==> config.mk <==
export PLATFORM = sky130hd
export DESIGN_NAME = two_wire_sensor_measurement_master_unit
export DESIGN_NICKNAME = d
export VERILOG_FILES = /design/src/rtl/core/twsm_pkg.sv /design/src/rtl/core/twsm_seq.sv /design/src/rtl/core/twsm_conv.sv /design/src/rtl/core/two_wire_sensor_measurement_master_unit.sv
export SDC_FILE = /design/constraint.sdc
export NUM_CORES = 1
export LEC_CHECK = 0
export BUFFER_PORTS_ARGS = -buffer_cell sky130_fd_sc_hd__buf_4
export CORE_AREA = 4 4 181 183
export DETAILED_ROUTE_END_ITERATION = 10
export DIE_AREA = 0 0 185 187
export GPL_TIMING_DRIVEN = 0
export PLACE_DENSITY_LB_ADDON = 0.15
export SYNTH_ARGS = -nofsm -noshare
export SYNTH_HDL_FRONTEND = slang
export SYNTH_SLANG_ARGS = --single-unit
==> constraint.sdc <==
create_clock -name aclk -period 10.2 [get_ports aclk]
set_clock_uncertainty 0.15 [all_clocks]
set_input_delay 1.53 -clock aclk [delete_from_list [all_inputs] [get_ports aclk]]
set_output_delay 1.53 -clock aclk [all_outputs]
set_load 0.01 [all_outputs]
==> src/rtl/core/twsm_pkg.sv <==
// ----------------------------------------------------------------------------
// twsm_pkg: shared types and constants of the two-wire measurement master
// Command codes, register indexes, conversion constants and the status
// structs passed between the sequencer, the converter and the top level.
// ----------------------------------------------------------------------------
`default_nettype none

package twsm_pkg;

    // operation codes carried in s_tuser
    localparam logic [1:0] OP_START_TEMP = 2'd1;
    localparam logic [1:0] OP_START_HUM  = 2'd2;

    // configuration register indexes
    localparam logic [1:0] CFG_POLL_LIMIT    = 2'd0;
    localparam logic [1:0] CFG_POLL_INTERVAL = 2'd1;

    // configuration reset values
    localparam logic [15:0] POLL_LIMIT_RST    = 16'd1000;
    localparam logic [15:0] POLL_INTERVAL_RST = 16'd2000;

    // sensor command bytes
    localparam logic [7:0] CMD_TEMP = 8'h03;
    localparam logic [7:0] CMD_HUM  = 8'h05;

    // conversion constants; results are in 0.01 units after the final divide
    localparam int TEMP_OFFSET = 4000;
    localparam int RAW_CLAMP   = 4095;
    localparam int HUM_GAIN    = 405000;
    localparam int HUM_OFFSET  = 40000000;
    localparam int HUM_DIVISOR = 100000;

    // serial unit step counts: one multiplier bit, one quotient bit per cycle
    localparam int MUL_STEPS = 12;
    localparam int DIV_STEPS = 14;

    // fields produced by one bus tick
    typedef struct packed {
        logic        clock_level;
        logic        data_pull_low;
        logic        busy;
        logic        done;
        logic [15:0] raw_word;
        logic        was_humidity;
        logic [2:0]  error_flags;
    } twsm_step_t;

    // converter status toward the top level
    typedef struct packed {
        logic active;
        logic ready;
    } twsm_conv_stat_t;

endpackage

`default_nettype wire

==> src/rtl/core/twsm_seq.sv <==
// ----------------------------------------------------------------------------
// twsm_seq: bus phase sequencer
// Advances the sensor bus state by one tick per transfer: start pattern,
// serial command, acknowledge checks, data-ready polling, serial read-in.
// ----------------------------------------------------------------------------
`default_nettype none

module twsm_seq
    import twsm_pkg::*;
(
    input  wire logic        aclk,
    input  wire logic        aresetn,
    input  wire logic        step,
    input  wire logic [1:0]  operation,
    input  wire logic        data_level,
    input  wire logic [15:0] poll_limit,
    input  wire logic [15:0] poll_interval,
    output twsm_step_t       res
);

    typedef enum logic [19:0] {
        PH_IDLE     = 20'h00001,
        PH_ST0      = 20'h00002,
        PH_ST1      = 20'h00004,
        PH_ST2      = 20'h00008,
        PH_ST3      = 20'h00010,
        PH_ST4      = 20'h00020,
        PH_ST5      = 20'h00040,
        PH_CMD_LO   = 20'h00080,
        PH_CMD_HI   = 20'h00100,
        PH_CMD_TAIL = 20'h00200,
        PH_ACK_HI   = 20'h00400,
        PH_ACK_LO   = 20'h00800,
        PH_WAIT     = 20'h01000,
        PH_RD_HI    = 20'h02000,
        PH_RD_LO    = 20'h04000,
        PH_MACK0    = 20'h08000,
        PH_MACK1    = 20'h10000,
        PH_MACK2    = 20'h20000,
        PH_MACK3    = 20'h40000,
        PH_CRC      = 20'h80000
    } phase_t;

    phase_t      phase_reg, phase_next;
    logic [3:0]  bit_count_reg, bit_count_next;
    logic [15:0] shift_word_reg, shift_word_next;
    logic [15:0] poll_count_reg, poll_count_next;
    logic [15:0] interval_count_reg, interval_count_next;
    logic        measure_kind_reg, measure_kind_next;
    logic [2:0]  error_bits_reg, error_bits_next;

    logic [15:0] lim;
    logic [15:0] ivl;
    logic [15:0] interval_inc;
    logic [15:0] poll_inc;
    logic [7:0]  cmd_byte;
    logic        cmd_bit;
    logic        clk_lvl;
    logic        pull_lvl;

    // zero registers act as one
    assign lim          = (poll_limit == 16'd0) ? 16'd1 : poll_limit;
    assign ivl          = (poll_interval == 16'd0) ? 16'd1 : poll_interval;
    assign interval_inc = interval_count_reg + 16'd1;
    assign poll_inc     = poll_count_reg + 16'd1;

    // phase transitions for one tick
    always_comb begin
        phase_next          = phase_reg;
        bit_count_next      = bit_count_reg;
        shift_word_next     = shift_word_reg;
        poll_count_next     = poll_count_reg;
        interval_count_next = interval_count_reg;
        measure_kind_next   = measure_kind_reg;
        error_bits_next     = error_bits_reg;
        unique case (phase_reg)
            PH_IDLE: begin
                if (operation == OP_START_TEMP || operation == OP_START_HUM) begin
                    measure_kind_next   = (operation == OP_START_HUM);
                    error_bits_next     = 3'd0;
                    bit_count_next      = 4'd0;
                    shift_word_next     = 16'd0;
                    poll_count_next     = 16'd0;
                    interval_count_next = 16'd0;
                    phase_next          = PH_ST0;
                end
            end
            PH_ST0:  phase_next = PH_ST1;
            PH_ST1:  phase_next = PH_ST2;
            PH_ST2:  phase_next = PH_ST3;
            PH_ST3:  phase_next = PH_ST4;
            PH_ST4:  phase_next = PH_ST5;
            PH_ST5: begin
                bit_count_next = 4'd0;
                phase_next     = PH_CMD_LO;
            end
            PH_CMD_LO: phase_next = PH_CMD_HI;
            PH_CMD_HI: begin
                if (bit_count_reg >= 4'd7) begin
                    phase_next = PH_CMD_TAIL;
                end else begin
                    bit_count_next = bit_count_reg + 4'd1;
                    phase_next     = PH_CMD_LO;
                end
            end
            PH_CMD_TAIL: phase_next = PH_ACK_HI;
            PH_ACK_HI: begin
                if (data_level) error_bits_next[0] = 1'b1;
                phase_next = PH_ACK_LO;
            end
            PH_ACK_LO: begin
                if (!data_level) error_bits_next[1] = 1'b1;
                poll_count_next     = 16'd0;
                interval_count_next = 16'd0;
                phase_next          = PH_WAIT;
            end
            PH_WAIT: begin
                // sample the data line once per poll interval
                if (interval_inc >= ivl) begin
                    interval_count_next = 16'd0;
                    poll_count_next     = poll_inc;
                    if (!data_level || poll_inc >= lim) begin
                        if (data_level) error_bits_next[2] = 1'b1;
                        bit_count_next  = 4'd0;
                        shift_word_next = 16'd0;
                        phase_next      = PH_RD_HI;
                    end
                end else begin
                    interval_count_next = interval_inc;
                end
            end
            PH_RD_HI: begin
                shift_word_next = {shift_word_reg[14:0], data_level};
                phase_next      = PH_RD_LO;
            end
            PH_RD_LO: begin
                if (bit_count_reg == 4'd7) begin
                    bit_count_next = 4'd8;
                    phase_next     = PH_MACK0;
                end else if (bit_count_reg >= 4'd15) begin
                    phase_next = PH_CRC;
                end else begin
                    bit_count_next = bit_count_reg + 4'd1;
                    phase_next     = PH_RD_HI;
                end
            end
            PH_MACK0: phase_next = PH_MACK1;
            PH_MACK1: phase_next = PH_MACK2;
            PH_MACK2: phase_next = PH_MACK3;
            PH_MACK3: phase_next = PH_RD_HI;
            PH_CRC:   phase_next = PH_IDLE;
            default:  phase_next = PH_IDLE;
        endcase
    end

    // command bit under the new bit count, msb first
    assign cmd_byte = measure_kind_next ? CMD_HUM : CMD_TEMP;
    assign cmd_bit  = cmd_byte[~bit_count_next[2:0]];

    // line levels driven in the new phase
    always_comb begin
        clk_lvl  = 1'b0;
        pull_lvl = 1'b0;
        unique case (phase_next)
            PH_ST0: begin clk_lvl = 1'b1; pull_lvl = 1'b0; end
            PH_ST1: begin clk_lvl = 1'b1; pull_lvl = 1'b1; end
            PH_ST2: begin clk_lvl = 1'b0; pull_lvl = 1'b1; end
            PH_ST3: begin clk_lvl = 1'b1; pull_lvl = 1'b1; end
            PH_ST4: begin clk_lvl = 1'b1; pull_lvl = 1'b0; end
            PH_CMD_LO, PH_CMD_TAIL: pull_lvl = !cmd_bit;
            PH_CMD_HI: begin clk_lvl = 1'b1; pull_lvl = !cmd_bit; end
            PH_ACK_HI, PH_RD_HI, PH_CRC: clk_lvl = 1'b1;
            PH_MACK0, PH_MACK2: pull_lvl = 1'b1;
            PH_MACK1: begin clk_lvl = 1'b1; pull_lvl = 1'b1; end
            default: begin clk_lvl = 1'b0; pull_lvl = 1'b0; end
        endcase
    end

    // tick result fields
    always_comb begin
        res.clock_level   = clk_lvl;
        res.data_pull_low = pull_lvl;
        res.busy          = (phase_next != PH_IDLE);
        res.done          = (phase_reg == PH_CRC);
        res.raw_word      = (phase_reg == PH_CRC) ? shift_word_next : 16'd0;
        res.was_humidity  = (phase_reg == PH_CRC) ? measure_kind_next : 1'b0;
        res.error_flags   = (phase_reg == PH_CRC) ? error_bits_next : 3'd0;
    end

    // state registers, advanced once per accepted tick
    always_ff @(posedge aclk) begin
        if (!aresetn) begin
            phase_reg          <= PH_IDLE;
            bit_count_reg      <= 4'd0;
            shift_word_reg     <= 16'd0;
            poll_count_reg     <= 16'd0;
            interval_count_reg <= 16'd0;
            measure_kind_reg   <= 1'b0;
            error_bits_reg     <= 3'd0;
        end else if (step) begin
            phase_reg          <= phase_next;
            bit_count_reg      <= bit_count_next;
            shift_word_reg     <= shift_word_next;
            poll_count_reg     <= poll_count_next;
            interval_count_reg <= interval_count_next;
            measure_kind_reg   <= measure_kind_next;
            error_bits_reg     <= error_bits_next;
        end
    end

endmodule

`default_nettype wire

==> src/rtl/core/twsm_conv.sv <==
// ----------------------------------------------------------------------------
// twsm_conv: serial result converter
// Temperature is raw minus offset, taken straight from idle to done. Humidity runs
// a shift-add multiply, one multiplier bit per cycle, then a restoring divide by a
// constant, one quotient bit per cycle, truncated toward zero.
// ----------------------------------------------------------------------------
`default_nettype none

module twsm_conv
    import twsm_pkg::*;
(
    input  wire logic               aclk,
    input  wire logic               aresetn,
    input  wire logic               start,
    input  wire logic               kind,
    input  wire logic [15:0]        raw,
    input  wire logic               take,
    output twsm_conv_stat_t         stat,
    output logic signed [16:0]      value
);

    typedef enum logic [5:0] {
        C_IDLE = 6'b000001,
        C_MUL  = 6'b000010,
        C_BIAS = 6'b000100,
        C_DIV  = 6'b001000,
        C_SIGN = 6'b010000,
        C_DONE = 6'b100000
    } conv_state_t;

    localparam logic [30:0] DIV_START = 31'(HUM_DIVISOR) << (DIV_STEPS - 1);
    localparam logic [30:0] OFFSET_W  = 31'(HUM_OFFSET);

    conv_state_t        state_reg, state_next;
    logic [3:0]         cnt_reg, cnt_next;
    logic [11:0]        mplier_reg, mplier_next;
    logic [30:0]        mcand_reg, mcand_next;
    logic [30:0]        acc_reg, acc_next;
    logic [30:0]        div_reg, div_next;
    logic [13:0]        quot_reg, quot_next;
    logic               neg_reg, neg_next;
    logic signed [16:0] value_reg, value_next;

    logic [11:0]        v_clamp;
    logic [16:0]        sq_term;
    logic [18:0]        gain_term;
    logic signed [16:0] temp_value;
    logic [30:0]        acc_sum;
    logic               rem_ge;
    logic signed [16:0] quot_s;

    // clamp, and the per-reading gain 405000 - 28v
    assign v_clamp    = (raw > 16'(RAW_CLAMP)) ? 12'(RAW_CLAMP) : raw[11:0];
    assign sq_term    = {v_clamp, 5'b0} - {3'b0, v_clamp, 2'b0};
    assign gain_term  = 19'(HUM_GAIN) - {2'b0, sq_term};
    assign temp_value = $signed({1'b0, raw}) - 17'(TEMP_OFFSET);

    // one shift-add step and one compare-subtract step
    assign acc_sum = acc_reg + (mplier_reg[0] ? mcand_reg : 31'd0);
    assign rem_ge  = (acc_reg >= div_reg);
    assign quot_s  = $signed({3'b0, quot_reg});

    // converter sequence
    always_comb begin
        state_next  = state_reg;
        cnt_next    = cnt_reg;
        mplier_next = mplier_reg;
        mcand_next  = mcand_reg;
        acc_next    = acc_reg;
        div_next    = div_reg;
        quot_next   = quot_reg;
        neg_next    = neg_reg;
        value_next  = value_reg;
        unique case (state_reg)
            C_IDLE: begin
                if (start) begin
                    if (kind) begin
                        mplier_next = v_clamp;
                        mcand_next  = {12'd0, gain_term};
                        acc_next    = 31'd0;
                        cnt_next    = 4'd0;
                        state_next  = C_MUL;
                    end else begin
                        value_next = temp_value;
                        state_next = C_DONE;
                    end
                end
            end
            C_MUL: begin
                acc_next    = acc_sum;
                mcand_next  = {mcand_reg[29:0], 1'b0};
                mplier_next = {1'b0, mplier_reg[11:1]};
                if (cnt_reg == 4'(MUL_STEPS - 1)) begin
                    state_next = C_BIAS;
                end else begin
                    cnt_next = cnt_reg + 4'd1;
                end
            end
            C_BIAS: begin
                // remove the offset as sign and magnitude
                if (acc_reg < OFFSET_W) begin
                    neg_next = 1'b1;
                    acc_next = OFFSET_W - acc_reg;
                end else begin
                    neg_next = 1'b0;
                    acc_next = acc_reg - OFFSET_W;
                end
                div_next   = DIV_START;
                quot_next  = 14'd0;
                cnt_next   = 4'd0;
                state_next = C_DIV;
            end
            C_DIV: begin
                if (rem_ge) acc_next = acc_reg - div_reg;
                quot_next = {quot_reg[12:0], rem_ge};
                div_next  = {1'b0, div_reg[30:1]};
                if (cnt_reg == 4'(DIV_STEPS - 1)) begin
                    state_next = C_SIGN;
                end else begin
                    cnt_next = cnt_reg + 4'd1;
                end
            end
            C_SIGN: begin
                value_next = neg_reg ? -quot_s : quot_s;
                state_next = C_DONE;
            end
            C_DONE: begin
                if (take) state_next = C_IDLE;
            end
            default: state_next = C_IDLE;
        endcase
    end

    // control state
    always_ff @(posedge aclk) begin
        if (!aresetn) begin
            state_reg <= C_IDLE;
            cnt_reg   <= 4'd0;
        end else begin
            state_reg <= state_next;
            cnt_reg   <= cnt_next;
        end
    end

    // datapath shift registers
    always_ff @(posedge aclk) begin
        mplier_reg <= mplier_next;
        mcand_reg  <= mcand_next;
        acc_reg    <= acc_next;
        div_reg    <= div_next;
        quot_reg   <= quot_next;
        neg_reg    <= neg_next;
        value_reg  <= value_next;
    end

    assign stat.active = (state_reg != C_IDLE);
    assign stat.ready  = (state_reg == C_DONE);
    assign value       = value_reg;

endmodule

`default_nettype wire

==> src/rtl/core/two_wire_sensor_measurement_master_unit.sv <==
// A plain tick's result is registered and shown in the cycle after the transfer.
// A completing tick waits for the converter: temperature goes straight to done,
// humidity runs 12 multiply steps, 1 offset step, 14 divide steps, 1 sign step.
// Throughput: one tick per cycle while no conversion runs and the output is free;
// input is held off while the converter works. Reset (aresetn low, synchronous)
// returns the bus sequencer to idle and loads poll_limit 1000, poll_interval 2000.
// ----------------------------------------------------------------------------
// two_wire_sensor_measurement_master_unit: two-wire sensor measurement master
// Stream wrapper around the bus sequencer and the serial converter, with
// the configuration registers and the result output register.
// ----------------------------------------------------------------------------
`default_nettype none

module two_wire_sensor_measurement_master_unit
    import twsm_pkg::*;
(
    input  wire logic        aclk,
    input  wire logic        aresetn,

    input  wire logic        s_tvalid,
    output logic             s_tready,
    input  wire logic [7:0]  s_tdata,   // [0] data_level, [7:1] zero
    input  wire logic [1:0]  s_tuser,   // [1:0] operation

    output logic             m_tvalid,
    input  wire logic        m_tready,
    output logic [39:0]      m_tdata,   // [0] clock_level, [1] data_pull_low,
                                        // [2] busy_res, [3] done_res,
                                        // [19:4] raw_word,
                                        // [36:20] converted_value,
                                        // [39:37] error_flags
    output logic [0:0]       m_tuser,   // [0] was_humidity

    input  wire logic        cfg_valid,
    output logic             cfg_ready,
    input  wire logic [1:0]  cfg_index,
    input  wire logic [15:0] cfg_data
);

    logic [15:0]        poll_limit_reg;
    logic [15:0]        poll_interval_reg;
    logic               m_tvalid_reg, m_tvalid_next;
    twsm_step_t         out_step_reg;
    logic signed [16:0] out_value_reg;

    logic               s_xfer;
    logic               m_xfer;
    logic               slot_free;
    logic               conv_take;
    twsm_step_t         step_res;
    twsm_conv_stat_t    conv_stat;
    logic signed [16:0] conv_value;

    // handshake
    assign cfg_ready = 1'b1;
    assign m_xfer    = m_tvalid_reg && m_tready;
    assign slot_free = !m_tvalid_reg || m_tready;
    assign s_tready  = !conv_stat.active && slot_free;
    assign s_xfer    = s_tvalid && s_tready;
    assign conv_take = conv_stat.ready && slot_free;

    twsm_seq u_seq (
        .aclk          (aclk),
        .aresetn       (aresetn),
        .step          (s_xfer),
        .operation     (s_tuser),
        .data_level    (s_tdata[0]),
        .poll_limit    (poll_limit_reg),
        .poll_interval (poll_interval_reg),
        .res           (step_res)
    );

    twsm_conv u_conv (
        .aclk    (aclk),
        .aresetn (aresetn),
        .start   (s_xfer && step_res.done),
        .kind    (step_res.was_humidity),
        .raw     (step_res.raw_word),
        .take    (conv_take),
        .stat    (conv_stat),
        .value   (conv_value)
    );

    // configuration registers
    always_ff @(posedge aclk) begin
        if (!aresetn) begin
            poll_limit_reg    <= POLL_LIMIT_RST;
            poll_interval_reg <= POLL_INTERVAL_RST;
        end else if (cfg_valid && cfg_ready) begin
            if (cfg_index == CFG_POLL_LIMIT)    poll_limit_reg    <= cfg_data;
            if (cfg_index == CFG_POLL_INTERVAL) poll_interval_reg <= cfg_data;
        end
    end

    // output valid: plain ticks at once, completing ticks after conversion
    always_comb begin
        m_tvalid_next = m_tvalid_reg;
        if (m_xfer) m_tvalid_next = 1'b0;
        if (s_xfer && !step_res.done) m_tvalid_next = 1'b1;
        if (conv_take) m_tvalid_next = 1'b1;
    end

    always_ff @(posedge aclk) begin
        if (!aresetn) begin
            m_tvalid_reg <= 1'b0;
        end else begin
            m_tvalid_reg <= m_tvalid_next;
        end
    end

    // output payload
    always_ff @(posedge aclk) begin
        if (s_xfer) begin
            out_step_reg  <= step_res;
            out_value_reg <= 17'sd0;
        end
        if (conv_take) out_value_reg <= conv_value;
    end

    assign m_tvalid = m_tvalid_reg;
    assign m_tdata  = {out_step_reg.error_flags, out_value_reg, out_step_reg.raw_word,
                       out_step_reg.done, out_step_reg.busy,
                       out_step_reg.data_pull_low, out_step_reg.clock_level};
    assign m_tuser  = out_step_reg.was_humidity;

    // no input transfer while a conversion runs
    a_hold_while_conv: assert property (@(posedge aclk) disable iff (!aresetn)
        conv_stat.active |-> !s_tready)
        else $error("input taken during conversion");

    // a completing tick never shows its result on the next edge
    a_done_waits: assert property (@(posedge aclk) disable iff (!aresetn)
        (s_xfer && step_res.done) |=> !m_tvalid_reg)
        else $error("completion result shown before conversion");

    // a waiting result and a running conversion exclude each other
    a_one_owner: assert property (@(posedge aclk) disable iff (!aresetn)
        m_tvalid_reg |-> !conv_stat.active)
        else $error("result pending while converter busy");

endmodule

`default_nettype wire
# == After elaboration in Yosys (flattened, before gate mapping) ==
# Index checks and enable logic that the tools add are counted.
# op_classes
add_sub_neg,12
magnitude_cmp,8
n_eq_ne,62
n_mux,79
n_bitwise,1
n_reduce_logical,38
# op_table
operator,count
$pmux W20 S19,1
$mux W31,7
$mux W16,9
$pmux W16 S3,3
$pmux W31 S2,2
$pmux W31 S4,1
$mux W20,5
$mux W17,5
$eq A20 B10 Y1 const B,2
$eq A20 B11 Y1 const B,2
$eq A20 B14 Y1 const B,2
$eq A20 B16 Y1 const B,2
$eq A20 B17 Y1 const B,2
$eq A20 B18 Y1 const B,2
$eq A20 B2 Y1 const B,2
$eq A20 B20 Y1 const B,2
$eq A20 B3 Y1 const B,2
$eq A20 B4 Y1 const B,2
$eq A20 B5 Y1 const B,2
$eq A20 B6 Y1 const B,2
$eq A20 B8 Y1 const B,2
$eq A20 B9 Y1 const B,2
$mux W4,10
$mux W12,3
68 further kinds,126
# totals
ff_bits,297
input_bits,33
elab_cells,228

# == Longest topological paths before layout ==
# logic_depth
ltp_word,15
mapped_depth,34

# == Hierarchy ==
# Synthesis repeated with hierarchy kept, for this count alone.
# hier_totals
cells_unflattened,2205
area_unflattened_um2,19787.7
# modules_own_cells
module,n_inst,cells_each,area_each_um2,seq_area_each_um2
twsm_conv,1,1286,11496.0,4224.1
twsm_seq,1,717,5552.8,1521.5
two_wire_sensor_measurement_master_unit,1,202,2738.9,1891.8

# == Least setup slack after synthesis ==
# No wires, ideal clock.
# synth_timing
kind,register to register
start,register u_seq.poll_count_reg[0]
end,register u_conv.mcand_reg[15] (data pin)
setup_ns,0.255
t_arrival_ns,5.985
required_ns,9.795
slack_ns,3.810
path_stages_with_launch,31
path_buffers,1
path_cell_list,dfxtp_1 and3_1 and3_1 and3_1 and3_1 and3_1 and3_1 nand3_1 xnor2_1 ha_1 a21oi_1 o21ai_0 a21oi_1 o2111ai_1 nand3_2 o21ai_2 a31oi_1 clkbuf_1 nor2_1 ha_1 inv_1 o31ai_1 a21o_1 and2_1 a2111oi_0 o21bai_1 a21oi_1 xnor2_1 o21bai_1 a21o_1 a31o_1
# synth_between
elab_chain_cells,14
# synth_lines
element,line,rtl
from (decl),twsm_seq.sv:47,"logic [15:0] poll_count_reg, poll_count_next;"
from (signal assigned),twsm_seq.sv:204,poll_count_reg <= poll_count_next;
$add A16 B1 Y16 *,twsm_seq.sv:65,assign poll_inc = poll_count_reg + 16'd1;
$ge A16 B16 Y1 *,twsm_seq.sv:122,if (!data_level || poll_inc >= lim) begin
$logic_or A1 B1 Y1 *,twsm_seq.sv:122,
$mux W16 *,twsm_seq.sv:122,
$mux W16 *,twsm_seq.sv:119,if (interval_inc >= ivl) begin
$pmux W16 S3 *,twsm_seq.sv:76,unique case (phase_reg)
$mux W16 *,twsm_seq.sv:185,res.raw_word = (phase_reg == PH_CRC) ? shift_word_next : 16'd0;
$gt A16 B12 Y1,twsm_conv.sv:53,assign v_clamp = (raw > 16'(RAW_CLAMP)) ? 12'(RAW_CLAMP) : raw[11:0];
$mux W12 *,twsm_conv.sv:53,
$sub A17 B14 Y17 *,twsm_conv.sv:54,"assign sq_term = {v_clamp, 5'b0} - {3'b0, v_clamp, 2'b0};"
$sub A18 B18 Y19 *,twsm_conv.sv:55,"assign gain_term = 19'(HUM_GAIN) - {2'b0, sq_term};"
$mux W31 *,twsm_conv.sv:77,if (kind) begin
$mux W31 *,twsm_conv.sv:76,if (start) begin
$pmux W31 S2 *,twsm_conv.sv:74,unique case (state_reg)
via u_conv.mcand_next[15],twsm_conv.sv:37,"logic [30:0] mcand_reg, mcand_next;"
to (signal assigned),twsm_conv.sv:148,mcand_reg <= mcand_next;
to (decl),twsm_conv.sv:37,
# The timed path passes the listed nets; every way through them passes the cells marked *. The select of a mux whose other input is x is not followed.
# A chain may end at the register's enable or synchronous reset.

# == Worst setup path after layout ==
# Same ends and word-level chain as after synthesis.

==> results.md <==
- In the final timing run, aggregate negative setup slack is 0 ps.
- The area of the multi-input gates is 0.01065 mm^2.
- The buffer depth of the longest clock path is 3.
- The most common cell after layout, fill and taps aside is sky130_fd_sc_hd__nor2_1.
- The average vias per placed instance is 6.277.
- The floorplan die area is 0.03460 mm^2.
- For this run, design rule violations remaining after detail routing come to 0.
- The post-synthesis sequential area ratio is 40.08%.
- The number of global-route vias before repair is 16,130.
- The top cell types in the final layout, fill and taps aside, are sky130_fd_sc_hd__nor2_1 (250), sky130_fd_sc_hd__nand2_1 (218), sky130_fd_sc_hd__a21oi_1 (191).
- CTS built an H-tree with a depth of 2.
- Of the cells placed in the final design, the portion with a size suffix greater than 1 is 7.686%.
- The worst slew margin relative to its limit is 16.35%.
- 77 I/O pins were placed.
- In this run, distinct cell masters in the synthesized netlist total 95.
- The cell area power density is approximately 130 mW/mm^2.
- Summed over all nets, the switching power comes to roughly 0.62 mW.
- The analysis attributes to cell leakage a power of 8.808 nW.
- Of the total power, registers draw 47.4%.
- The cell type group with the largest total delay on the critical path is compound AO/OA/AOI/OAI gates.
- The synthesized net count is roughly 2,300.
- The clock power share is between 40% and 50%.
- The required time at the worst-slack endpoint is 10,320 ps.
- The tightest min-delay check is of the register to register type.
- The floorplan has 65 rows.
- The number of DRC markers after the initial detailed-route iteration is 1,878.
- The net total in the final layout is 2,423.
- In this run, synthesis inferred 175 flip-flops with an integrated enable.
- The final count of hold timing violations was 0.
- The detailed-route wire length is 53.25 mm.
- The area added between synthesis and finish is 11.73%.
- The total overflow left after global routing is 0.
- The gate count of the mapped netlist is 2,169.
- The starting utilization of the core area is 61.01%.
- For the finished layout, the period the worst path requires is ~8100 ps.
- After floorplanning, the core was sized to cover around 0.031 mm^2.
- The final setup violation count is 0.
- Static timing analysis puts the maximum clock frequency at 123.2 MHz.
- The count of buffers added by post-CTS timing repair for setup is 0.
- The average routed wire per standard cell is 19.69 um.
- For the worst-skew pair, the clock arrives at the later sink with an insertion delay of 520 ps.
- The horizontal extent of the die is roughly 190 um.
- In this design, the critical path's most frequently occurring cell is sky130_fd_sc_hd__and3_1.
- Once detailed placement completed, the half-perimeter wirelength came to 39.80 mm.
- The first-pass GRT wire length is 84.24 mm.
- The utilization after layout is just under 70%.
- Net switching is 23.04% of the power.
- The worst path uses 79.61% of the clock period.
- Combinational cells account for under 10% of the total power.
- The critical path is of the register to register type.
- The worst setup path is launched from a register.
- Counting flops with an async set or reset pin after synthesis yields a share of 0%.
- Before antenna repair, the detailed router went through 8 iterations.
- The internal portion of the total power is just over 2 mW.
- Across all hold checks on the routed design, the worst slack comes to between 300 and 400 ps.
- The global routing usage on met2 is 45.09%.
- The total count of max-transition violations in the final report was 0.
- Global routing used between 6 and 7% of the available met3 tracks.
- The total clock buffers created by CTS is 35.
- Clock-pin slew was measured on the worst setup and hold paths at 60 ps.
- On the worst path, the slowest cell contributes a delay of 510 ps.
- The number of gates resized after CTS is 0.
- The Yosys step of the flow raised 0 warnings.
- In this run, synthesis produced a sequential element count of between 200 and 300.
- The most used flip-flop cell after synthesis is sky130_fd_sc_hd__edfxtp_1.
- In this run, post-CTS hold repair placed 0 buffers.
- The tree built by TritonCTS fans out to 294 sinks.
- The root cell of the clock tree is sky130_fd_sc_hd__clkbuf_16.
- In this run the worst path has a maximum fanout of 10.
- Data on the critical path arrives at its endpoint at 8240 ps.
- The overall die height is 187 um.
- The detail route stage leaves a number of antenna-violating nets equal to 0.
- At the end of routability-driven placement, the weighted congestion stood at roughly 0.98.
- The worst-case IR drop observed on VDD is between 0.0001 and 0.00015 V.
- The slowest stage of the critical path belongs to the cell sky130_fd_sc_hd__clkbuf_1.
- Setup repair after global routing left no endpoint under its margin.
- The fraction of met1 tracks used by global routing is 43.58%.
- The count of input and output buffers is 67.
- The critical path contains buffers and inverters numbering 2 combined.
- The filler cells instantiated in the layout total 2,516.
- The transition time at the pin with the least slew margin is 1247 ps.
- The initial antenna violation count is 0.
- The number of max-cap violations is 0.
- The repair_antennas step left the layout with diodes totalling 0.
- The routed layout has 16,980 vias.
- The area taken by flip-flops and latches is 0.007637 mm^2.
- Across every metal layer, demand over resource in global routing totals ~30%.
- The area of the mapped netlist is 0.01905 mm^2.
- The average instance in the mapped netlist occupies 8.784 um^2.
- The register with the most flip-flops in the layout has 31 of them.
- Entering global routing, the biggest net connects 34 pins.
- The flow ran to the end, and the final reports show no timing, DRC or antenna violations.
- met2 is the most crowded layer.
- TritonCTS built the clock tree.
- The worst setup path is captured at a register.
kinds of logic after synthesis:
kind of cell / synth area share, %
compound gates: 19.65
fa+ha+maj: 7.565
flops: 40.08
simple gates: 21.30
other cells: 0.01968
xor+xnor: 6.429
buf+inv: 4.098
mux: 0.8537
synthesized netlist by cell type (38+ instances only):
| cell | number | area share [%] |
|---|---|---|
| sky130_fd_sc_hd__and2_1 | 79 | 2.6 |
| sky130_fd_sc_hd__edfxtp_1 | 175 | 28 |
| sky130_fd_sc_hd__a22oi_1 | 48 | 1.9 |
| sky130_fd_sc_hd__dfxtp_1 | 119 | 13 |
| sky130_fd_sc_hd__nor3_1 | 40 | 1.1 |
| sky130_fd_sc_hd__nand3_1 | 38 | 1.0 |
| sky130_fd_sc_hd__inv_1 | 110 | 2.2 |
| sky130_fd_sc_hd__nor2_1 | 251 | 4.9 |
| sky130_fd_sc_hd__ha_1 | 112 | 7.4 |
| sky130_fd_sc_hd__a21oi_1 | 191 | 5.0 |
| sky130_fd_sc_hd__clkbuf_1 | 75 | 1.5 |
| sky130_fd_sc_hd__xnor2_1 | 83 | 3.8 |
| sky130_fd_sc_hd__xor2_1 | 55 | 2.5 |
| sky130_fd_sc_hd__o21ai_0 | 112 | 2.9 |
| sky130_fd_sc_hd__nand2_1 | 219 | 4.3 |
per-layer routing:
metal  part of all wire (%)  wire length, um
met1                     44            23370
met2                     43            22990
met5                      0                0
met3                     10             5405
met4                    2.8             1483
path summary, 6_finish.rpt:
| check | from | end | slack [ps] | cells past startpoint |
|---|---|---|---|---|
| worst min register to register | poll_interval_reg[0]$_SDFFE_PN0P_ | poll_interval_reg[0]$_SDFFE_PN0P_ | 310 | 2 |
| worst max-delay path | u_seq.poll_count_reg[0]$_SDFFE_PN0P_ | u_conv.mcand_reg[15]$_DFFE_PP_ | 2080 | 30 |
| worst min-delay path | poll_interval_reg[0]$_SDFFE_PN0P_ | poll_interval_reg[0]$_SDFFE_PN0P_ | 310 | 2 |
| worst max register to register | u_seq.poll_count_reg[0]$_SDFFE_PN0P_ | u_conv.mcand_reg[15]$_DFFE_PP_ | 2080 | 30 |
worst min-delay path: stages, from the launching register on:
cell and delay, ps:
sky130_fd_sc_hd__dfxtp_1 310, sky130_fd_sc_hd__nand2_1 50, sky130_fd_sc_hd__a21oi_1 50
final cells by class:
class | instances | area share, %
clock inverters | 13 | 0.5995
flip-flops and latches | 294 | 35.88
multi-input cells | 1672 | 50.04
plain buffers | 88 | 1.646
inverters | 115 | 2.028
well taps | 402 | 2.363
clock buffers | 51 | 4.831
repair buffers | 70 | 2.621
power groups by stage:
stage / Sequential, mW / Combinational [mW] / Clock, mW
finish: 1.28 / 0.157 / 1.26
detailed placement: 1.30 / 0.152 / 0
CTS: 1.28 / 0.153 / 1.28
floorplan: 1.30 / 0.0872 / 0
global route: 1.28 / 0.170 / 1.33
global placement: 1.30 / 0.149 / 0
through the flow:
step / worst slack (ps) / cells / area, um^2 / power, mW
after detailed placement: 2301 / 2641 / 20130 / 1.453
after CTS: 2231 / 2705 / 21290 / 2.706
final: 2080 / 2705 / 21290 / 2.691
after global placement: 1553 / 2638 / 20060 / 1.450
after floorplan: 3810 / 2169 / 19050 / 1.391
after global routing: 1561 / 2705 / 21290 / 2.779
Note: power is estimated with default switching activity, not from simulation.
